==> config.mk <==
export PLATFORM = sky130hd
export DESIGN_NAME = rti_div_stage
export DESIGN_NICKNAME = d
export VERILOG_FILES = /design/src/rti_pkg.sv /design/src/rti_div_stage.sv
export SDC_FILE = /design/constraint.sdc
export NUM_CORES = 1
export LEC_CHECK = 0
export BUFFER_PORTS_ARGS = -buffer_cell sky130_fd_sc_hd__buf_2
export CORE_MARGIN = 1
export CORE_UTILIZATION = 47
export CTS_BUF_LIST = sky130_fd_sc_hd__clkbuf_4 sky130_fd_sc_hd__clkbuf_8 sky130_fd_sc_hd__clkbuf_16
export DETAILED_ROUTE_END_ITERATION = 10
export GPL_TIMING_DRIVEN = 0
export PLACE_DENSITY = 0.73
export SLEW_MARGIN = 40
export SYNTH_ARGS = -nofsm -noshare
export SYNTH_HDL_FRONTEND = slang
export SYNTH_SLANG_ARGS = --single-unit
==> constraint.sdc <==
create_clock -name clock -period 2.65 [get_ports clock]
set_input_delay 0.265 -clock clock [delete_from_list [all_inputs] [get_ports clock]]
set_output_delay 0.265 -clock clock [all_outputs]
set_load 0.02 [all_outputs]
==> src/rti_pkg.sv <==
// Shared constants and types for the ray/triangle intersection pipeline.
`default_nettype none

package rti_pkg;

   localparam int COORD_BITS_DEF = 24;
   localparam int DIR_BITS       = 16;
   localparam int DIR_FRAC       = 14;
   localparam int CSR_IDX_BITS   = 3;

   // register indexes on the csr port
   localparam logic [CSR_IDX_BITS-1:0] REG_ORIGIN_X = 3'd0;
   localparam logic [CSR_IDX_BITS-1:0] REG_ORIGIN_Y = 3'd1;
   localparam logic [CSR_IDX_BITS-1:0] REG_ORIGIN_Z = 3'd2;
   localparam logic [CSR_IDX_BITS-1:0] REG_DIR_X    = 3'd3;
   localparam logic [CSR_IDX_BITS-1:0] REG_DIR_Y    = 3'd4;
   localparam logic [CSR_IDX_BITS-1:0] REG_DIR_Z    = 3'd5;

   // direction z resets to +1.0 in Q1.14
   localparam logic signed [DIR_BITS-1:0] DIR_Z_RESET = 16'sd16384;

   // flags that ride along the divider stages
   typedef struct packed {
      logic valid;
      logic hit;
      logic sat;
   } tag_type;

endpackage

`default_nettype wire

==> src/rti_div_stage.sv <==
// One restoring-division step: resolves a single quotient bit per stage.
`default_nettype none

module rti_div_stage #(
   parameter int RW    = 92,
   parameter int DNW   = 68,
   parameter int QB    = 24,
   parameter int SHIFT = 0
) (
   input  wire logic             clock,
   input  wire logic             reset,
   input  wire logic             adv,
   input  wire rti_pkg::tag_type tag_in,
   input  wire logic [RW-1:0]    rem_in,
   input  wire logic [DNW-1:0]   den_in,
   input  wire logic [QB-1:0]    quo_in,
   output rti_pkg::tag_type      tag_out,
   output logic [RW-1:0]         rem_out,
   output logic [DNW-1:0]        den_out,
   output logic [QB-1:0]         quo_out
);

   rti_pkg::tag_type tag_ff;
   logic [RW-1:0]    rem_ff, rem_in_nx, den_sh;
   logic [DNW-1:0]   den_ff;
   logic [QB-1:0]    quo_ff, quo_in_nx;
   logic             ge;

   always_comb begin
      den_sh    = RW'(den_in) << SHIFT;
      ge        = rem_in >= den_sh;
      rem_in_nx = ge ? rem_in - den_sh : rem_in;
      quo_in_nx = quo_in;
      quo_in_nx[SHIFT] = ge;
   end

   // only the valid flag is reset; data just follows it
   always_ff @(posedge clock) begin
      if (reset) begin
         tag_ff.valid <= 1'b0;
      end else if (adv) begin
         tag_ff.valid <= tag_in.valid;
      end
      if (adv) begin
         tag_ff.hit <= tag_in.hit;
         tag_ff.sat <= tag_in.sat;
         rem_ff     <= rem_in_nx;
         den_ff     <= den_in;
         quo_ff     <= quo_in_nx;
      end
   end

   assign tag_out = tag_ff;
   assign rem_out = rem_ff;
   assign den_out = den_ff;
   assign quo_out = quo_ff;

endmodule

`default_nettype wire

==> impl_metrics.tcl, run 1 <==
set metrics [dict create \
    path_max_fanout 7 \
    synth_edf_count 186 \
    fmax_mhz 363.4 \
    rsz0062_at_grt "true" \
    synth_common_cells "edfxtp_1 (186), a21oi_1 (152), nor2_1 (126)" \
    report.final.slew_viol_count 0 \
    async_reset_ff_frac 0 \
    ctsRootBufferMaster "clkbuf_16" \
    wl_per_cell_um 21.05 \
    fin_ws_ns -0.1019 \
    slew_headroom 0.5348 \
    synthTopCellsByArea "edfxtp_1 (46%), ha_1 (7.1%), a21oi_1 (6.3%), nor2_1 (3.9%), xnor2_1 (3.3%)" \
    power_frac_clock 0.279 \
    post-route-util 0.6952 \
    worst-path-stages 13 \
    cellLeakagePower_nw 7.293 \
    syn_nets 1480 \
    die-width_um 162.2 \
    endpoint "rem_out[66]" \
    clk_pin_slew_worst_paths_ns 0.07 \
    fin_skew_ns 0 \
    drcViolationCount 0 \
    synth_most_common_cell "edfxtp_1" \
    synth_top_area_frac 0.4629 \
    critPathArrivalTime_ns 2.94 \
    vias 11890 \
    drive_gt1_frac 0.4572 \
    period_minus_slack_ns 2.752 \
    ys_warn_count 0 \
    area_growth_syn_to_layout_pct 45.09 \
    cts_tree "yes" \
    reg2reg_slack_ns 2.06 \
    ys_ff_latch 187 \
    grt_first_pass_wirelength_um 60510 \
    worst-path-buf-inv 3 \
    io_buffer_count 374 \
    power.density_nw_per_um2 540.1 \
    synth_cell_types 79 \
    core-area_um2 25180 \
    critPathLaunch "den_in[29]" \
    critPathKind "in2reg" \
    die_y_um 162.2 \
    drt_iter0_drc 1176 \
    synth_top_area_cell "edfxtp_1" \
    vias_per_cell 5.843 \
    fin_nets 1951 \
    cts.sinks 187 \
    critPathLaunchType "input pin" \
    reg2reg_from "tag_out[2]" \
    syn_area_um2 12070 \
    routabilityCongestion 0.9572 \
    synthCells 1221 \
    antenna_found_initial 2 \
    hold_violations 0 \
    design.portCount 377 \
    clk_latency_ns 0.44 \
    run_status "finished with violations" \
    required_ns 2.84 \
    grt_max_degree 73 \
    maxCapViolations 0 \
    worst_pin_slew_ns 0.6925 \
    die_area_um2 26320 \
    p_sw_frac 0.3439 \
    p_int_w 0.006204 \
    rows 58 \
    netSwitchingPower_w 0.003251 \
    cpLargestDelayFamily "compound AO/OA/AOI/OAI gates" \
    cts_htree_levels 4 \
    seqPwrFrac 0.395 \
    synth_ff_type "edfxtp_1" \
    hold_path.class "in2reg" \
    reg2reg_depth 2 \
    crit_chain "buf_2 > inv_1 > ha_2 > nand2_1 > o21ai_2 > a211oi_1 > nor2_1 > o211ai_1 > buf_4 > a2111oi_4 > o21bai_2 > xnor2_1 > mux2_4" \
    pre_cts_slack_ns -1.271 \
    ant_nets 0 \
    violations "negative setup slack" \
    clock_path_buffers 2 \
    finalSetupTns_ns -0.6881 \
    combPwrFrac 0.325 \
    numCtsBuffers 17 \
    track_usage 0.3015 \
    initial_utilization 0.4791 \
    irDropWorstVdd_mv 0.4132 \
    overflow 0 \
    slowest_stage "a2111oi_4" \
    setup_viol 22 \
    post-route-period-util 1.038 \
    dp_hpwl_um 30560 \
    dr.pass1.iters 8 \
    grt_pass1_vias 10986 \
    synth_seq_area_share 0.4646 \
    totalWireLength_um 42840 \
    end_kind "flip-flop" \
    max_stage_delay_ns 0.47 \
    synth_area_per_cell_um2 9.882 \
    r2r-end "tag_out[2]" \
]
-- sequential cells by signal, summed over array words and instances, names as in the netlist --
name / flops
rem_out: 92
den_out: 68
quo_out: 24
tag_out: 3
-- cell families (layout without fill, tap and decap cells) --
family	Yosys count	after routing	synth area share
flip-flops	187	187	0.4646
other	0	1	0
adder cells (fa/ha/maj)	69	69	0.07218
AND/OR/NAND/NOR	390	390	0.1608
buffers and inverters	153	636	0.05932
AO/OA/AOI/OAI	328	328	0.1696
multiplexers	11	11	0.01327
XOR/XNOR	83	83	0.06025
-- through the flow --
step	cell area, um2	hold slack (ns)	cells	total power (W)
after floorplan	12400	0.3374	1221	0.005489
after global placement	14690	0.4251	1925	0.006371
after detailed placement	14750	0.4361	1927	0.006401
after CTS	16350	0.004791	1992	0.009215
after global routing	17510	0.00001435	2035	0.009788
final	17510	0.008724	2035	0.009455
-- power groups by stage --
stage / Sequential, W / Clock, W / Combinational, W
2_1_floorplan: 0.00425 / 0 / 0.00124
4_1_cts: 0.00374 / 0.00266 / 0.00282
5_1_grt: 0.00377 / 0.00275 / 0.00327
3_5_place_dp: 0.00380 / 0 / 0.00260
3_3_place_gp: 0.00381 / 0 / 0.00256
6_report: 0.00374 / 0.00264 / 0.00308
-- worst min path at each step --
stage	start	end	slack, ns	depth (start not counted)
after CTS	den_in[39]	den_out[39]	0.005	1
final	den_in[53]	den_out[53]	0.009	1
after detailed placement	reset	tag_out[2]	0.44	2
after global placement	reset	tag_out[2]	0.43	2
after global routing	den_in[53]	den_out[53]	0.00001	1
after floorplan	reset	tag_out[2]	0.34	1
-- layout by cell type, fill, tap and decap left out, types with 8 or more instances in the layout --
master / n
nand4_1: 44
mux2_4: 10
xnor2_1: 44
a21oi_1: 77
o21a_1: 10
edfxtp_1: 186
nor2_1: 76
buf_6: 14
nand2_1: 86
ha_4: 17
buf_4: 52
nor2_2: 37
nand3_1: 20
xor2_1: 38
o211ai_1: 11
buf_2: 377
o21ai_1: 13
ha_2: 13
nand2b_1: 8
a21oi_4: 8
buf_12: 16
o21ai_2: 10
nor3_1: 19
o21bai_1: 15
ha_1: 38
clkbuf_16: 26
nor2_4: 17
a21o_1: 14
nor4_1: 10
o21ai_0: 38
a21oi_2: 67
dlygate4sd3_1: 29
inv_1: 88
-- metal layers --
layer | GRT usage | up-vias | share of wire
li1 | - | 5432 | -
met1 | 0.4008 | 5714 | 0.41
met2 | 0.4992 | 666 | 0.49
met3 | 0.05133 | 76 | 0.079
met4 | 0.09605 | 2 | 0.024
met5 | 0 | - | 0.00030
-- area by class of cell --
cell class,instances,area (um2)
clock inverter,14,156.4
timing repair buffer,472,2987
inverter,98,385.4
antenna,1,2.502
fill,1918,7676
clock buffer,17,425.4
multi-input combinational,881,7088
sequential,187,5605
buffer,35,442.9
tap,330,412.9
-- what timing repair did --
item	CTS	global route
resized for setup	127	174
endpoints found under the setup margin	93	92
endpoints found under the hold margin	24	5
setup buffers	24	32
cloned	2	9
hold buffers	24	5
pin swaps	43	36
No activity file was read; power rests on OpenSTA's default activity.
==> run 2, diff against run 1 <==
--- a/config.mk
+++ b/config.mk
@@ -11,7 +11,7 @@
 export CTS_BUF_LIST = sky130_fd_sc_hd__clkbuf_4 sky130_fd_sc_hd__clkbuf_8 sky130_fd_sc_hd__clkbuf_16
 export DETAILED_ROUTE_END_ITERATION = 10
 export GPL_TIMING_DRIVEN = 0
-export PLACE_DENSITY = 0.73
+export PLACE_DENSITY_LB_ADDON = 0.3
 export SLEW_MARGIN = 40
 export SYNTH_ARGS = -nofsm -noshare
 export SYNTH_HDL_FRONTEND = slang
==> run 2 against run 1 <==
The flow still finishes with violations (negative setup slack). Sequential power about the same. Sequential share of layout area is 1.1 points lower. Wire length shrank 2.7%. Clock-buffer cell count did not move. Power is 2.5% higher.
==> impl_metrics.tcl, run 2 (synthesis results as in run 1) <==
set metrics [dict create \
    path_max_fanout 4 \
    rows 58 \
    finalSetupTns_ns -8.257 \
    fin_skew_ns 0 \
    vias 11719 \
    hold_path.class "in2reg" \
    critPathKind "in2reg" \
    crit_chain "buf_2 > ha_4 > buf_6 > nand4_1 > buf_4 > nor4_4 > a21bo_4 > buf_4 > a21oi_4 > o21ai_0 > o31ai_1 > xnor2_1 > mux2_4" \
    reg2reg_depth 2 \
    power_frac_clock 0.290 \
    p_int_w 0.006316 \
    irDropWorstVdd_mv 0.3917 \
    core-area_um2 25180 \
    cts.sinks 187 \
    end_kind "flip-flop" \
    report.final.slew_viol_count 0 \
    nFillCells 1783 \
    vias_per_cell 5.683 \
    clk_latency_ns 0.44 \
    io_buffer_count 374 \
    combPwrFrac 0.325 \
    clk_pin_slew_worst_paths_ns 0.09 \
    critPathLaunchType "input pin" \
    die_area_um2 26320 \
    cts_htree_levels 4 \
    overflow 0 \
    seqPwrFrac 0.386 \
    initial_utilization 0.4791 \
    netSwitchingPower_w 0.003377 \
    period_minus_slack_ns 2.853 \
    whs_path_depth 1 \
    antenna_found_initial 3 \
    die-width_um 162.2 \
    grt_pass1_vias 11139 \
    violations "negative setup slack" \
    required_ns 2.84 \
    cts_tree "yes" \
    ctsRootBufferMaster "clkbuf_16" \
    slew_headroom 0.4917 \
    die_y_um 162.2 \
    wl_per_cell_um 20.21 \
    pre_cts_slack_ns -1.165 \
    fin_ws_ns -0.2034 \
    slowest_stage "o31ai_1" \
    drcViolationCount 0 \
    cellLeakagePower_nw 7.424 \
    final_area_um2 18120 \
    worst-path-stages 13 \
    fmax_mhz 350.5 \
    rsz0062_at_grt "true" \
    drt_iter0_drc 1102 \
    grt_first_pass_wirelength_um 59200 \
    largest_register_ffs 92 \
    track_usage 0.2934 \
    dpl-instance-area_um2 14750 \
    dp_hpwl_um 29800 \
    critPathArrivalTime_ns 3.04 \
    final_common_cell "buf_2" \
    setup_viol 91 \
    totalWireLength_um 41680 \
    p_sw_frac 0.3484 \
    max_stage_delay_ns 0.38 \
    routabilityCongestion 0.9454 \
    maxCapViolations 0 \
    post-route-period-util 1.077 \
    power.density_nw_per_um2 535.0 \
    worst-path-buf-inv 4 \
    numCtsBuffers 17 \
    clock_path_buffers 2 \
    multiInputGateArea_um2 7335 \
    cpLargestDelayFamily "compound AO/OA/AOI/OAI gates" \
    crit_path_frequent_cell "buf_4" \
    grt_max_degree 79 \
    ant_nets 0 \
    area_growth_syn_to_layout_pct 50.16 \
    fin_nets 1976 \
    final_cell_mix "buf_2 (359), edfxtp_1 (186), inv_1 (87)" \
    design.portCount 377 \
    run_status "finished with violations" \
    worst_pin_slew_ns 0.7566 \
    dr.pass1.iters 8 \
    register_area_um2 5605 \
    hold_violations 0 \
    drive_gt1_frac 0.4613 \
]
-- run 2: final cells by class --
| type | count | area share |
|---|---|---|
| multi-input cells | 881 | 0.4048 |
| repair buffers | 493 | 0.1773 |
| diodes | 2 | 0.0002762 |
| well taps | 330 | 0.02279 |
| plain buffers | 39 | 0.02776 |
| clock inverters | 15 | 0.01229 |
| inverters | 98 | 0.02182 |
| clock buffers | 17 | 0.02348 |
| flip-flops and latches | 187 | 0.3094 |
-- run 2: through the flow --
| step | total power (W) | std cells | hold WS [ns] | utilization |
|---|---|---|---|---|
| 6_report | 0.009693 | 2062 | 0.009239 | 0.7195 |
| 5_1_grt | 0.01006 | 2061 | -0.002124 | 0.7194 |
| 4_1_cts | 0.009345 | 2002 | 0.0005640 | 0.6487 |
| 3_5_place_dp | 0.006396 | 1927 | 0.4307 | 0.5859 |
| 3_3_place_gp | 0.006366 | 1925 | 0.4251 | 0.5833 |
| 2_1_floorplan | 0.005489 | 1221 | 0.3374 | - |
-- run 2: final timing paths --
kind,start,to,slack (ns)
setup reg to reg,tag_out[2],tag_out[2],2.06
hold reg to reg,tag_out[2],tag_out[2],0.51
setup / recovery,rem_in[18],rem_out[52],-0.20
hold / removal,den_in[39],den_out[39],0.009
-- run 2: power groups by stage --
stage          clock, W  sequential, W  combinational, W
6_report        0.00281        0.00374           0.00315
5_1_grt         0.00294        0.00377           0.00335
4_1_cts         0.00283        0.00374           0.00277
3_5_place_dp          0        0.00380           0.00259
3_3_place_gp          0        0.00381           0.00256
2_1_floorplan         0        0.00425           0.00124
-- run 2: layer usage --
metal,global-route usage,routed length [um],part of all wire,vias to the layer above
met4,0.09648,1274,0.031,2
met5,0,11,0.00026,-
li1,-,-,-,5482
met3,0.05720,2915,0.070,95
met1,0.3721,16900,0.41,5585
met2,0.4998,20580,0.49,555
-- run 2: repair_timing --
action / in CTS / in global routing
gates resized for setup: 92 / 293
endpoints found under the hold margin: 33 / 8
hold buffers: 33 / 8
cloned: 2 / 6
endpoints found under the setup margin: 93 / 92
setup buffers: 23 / 45
pin swaps: 33 / 60
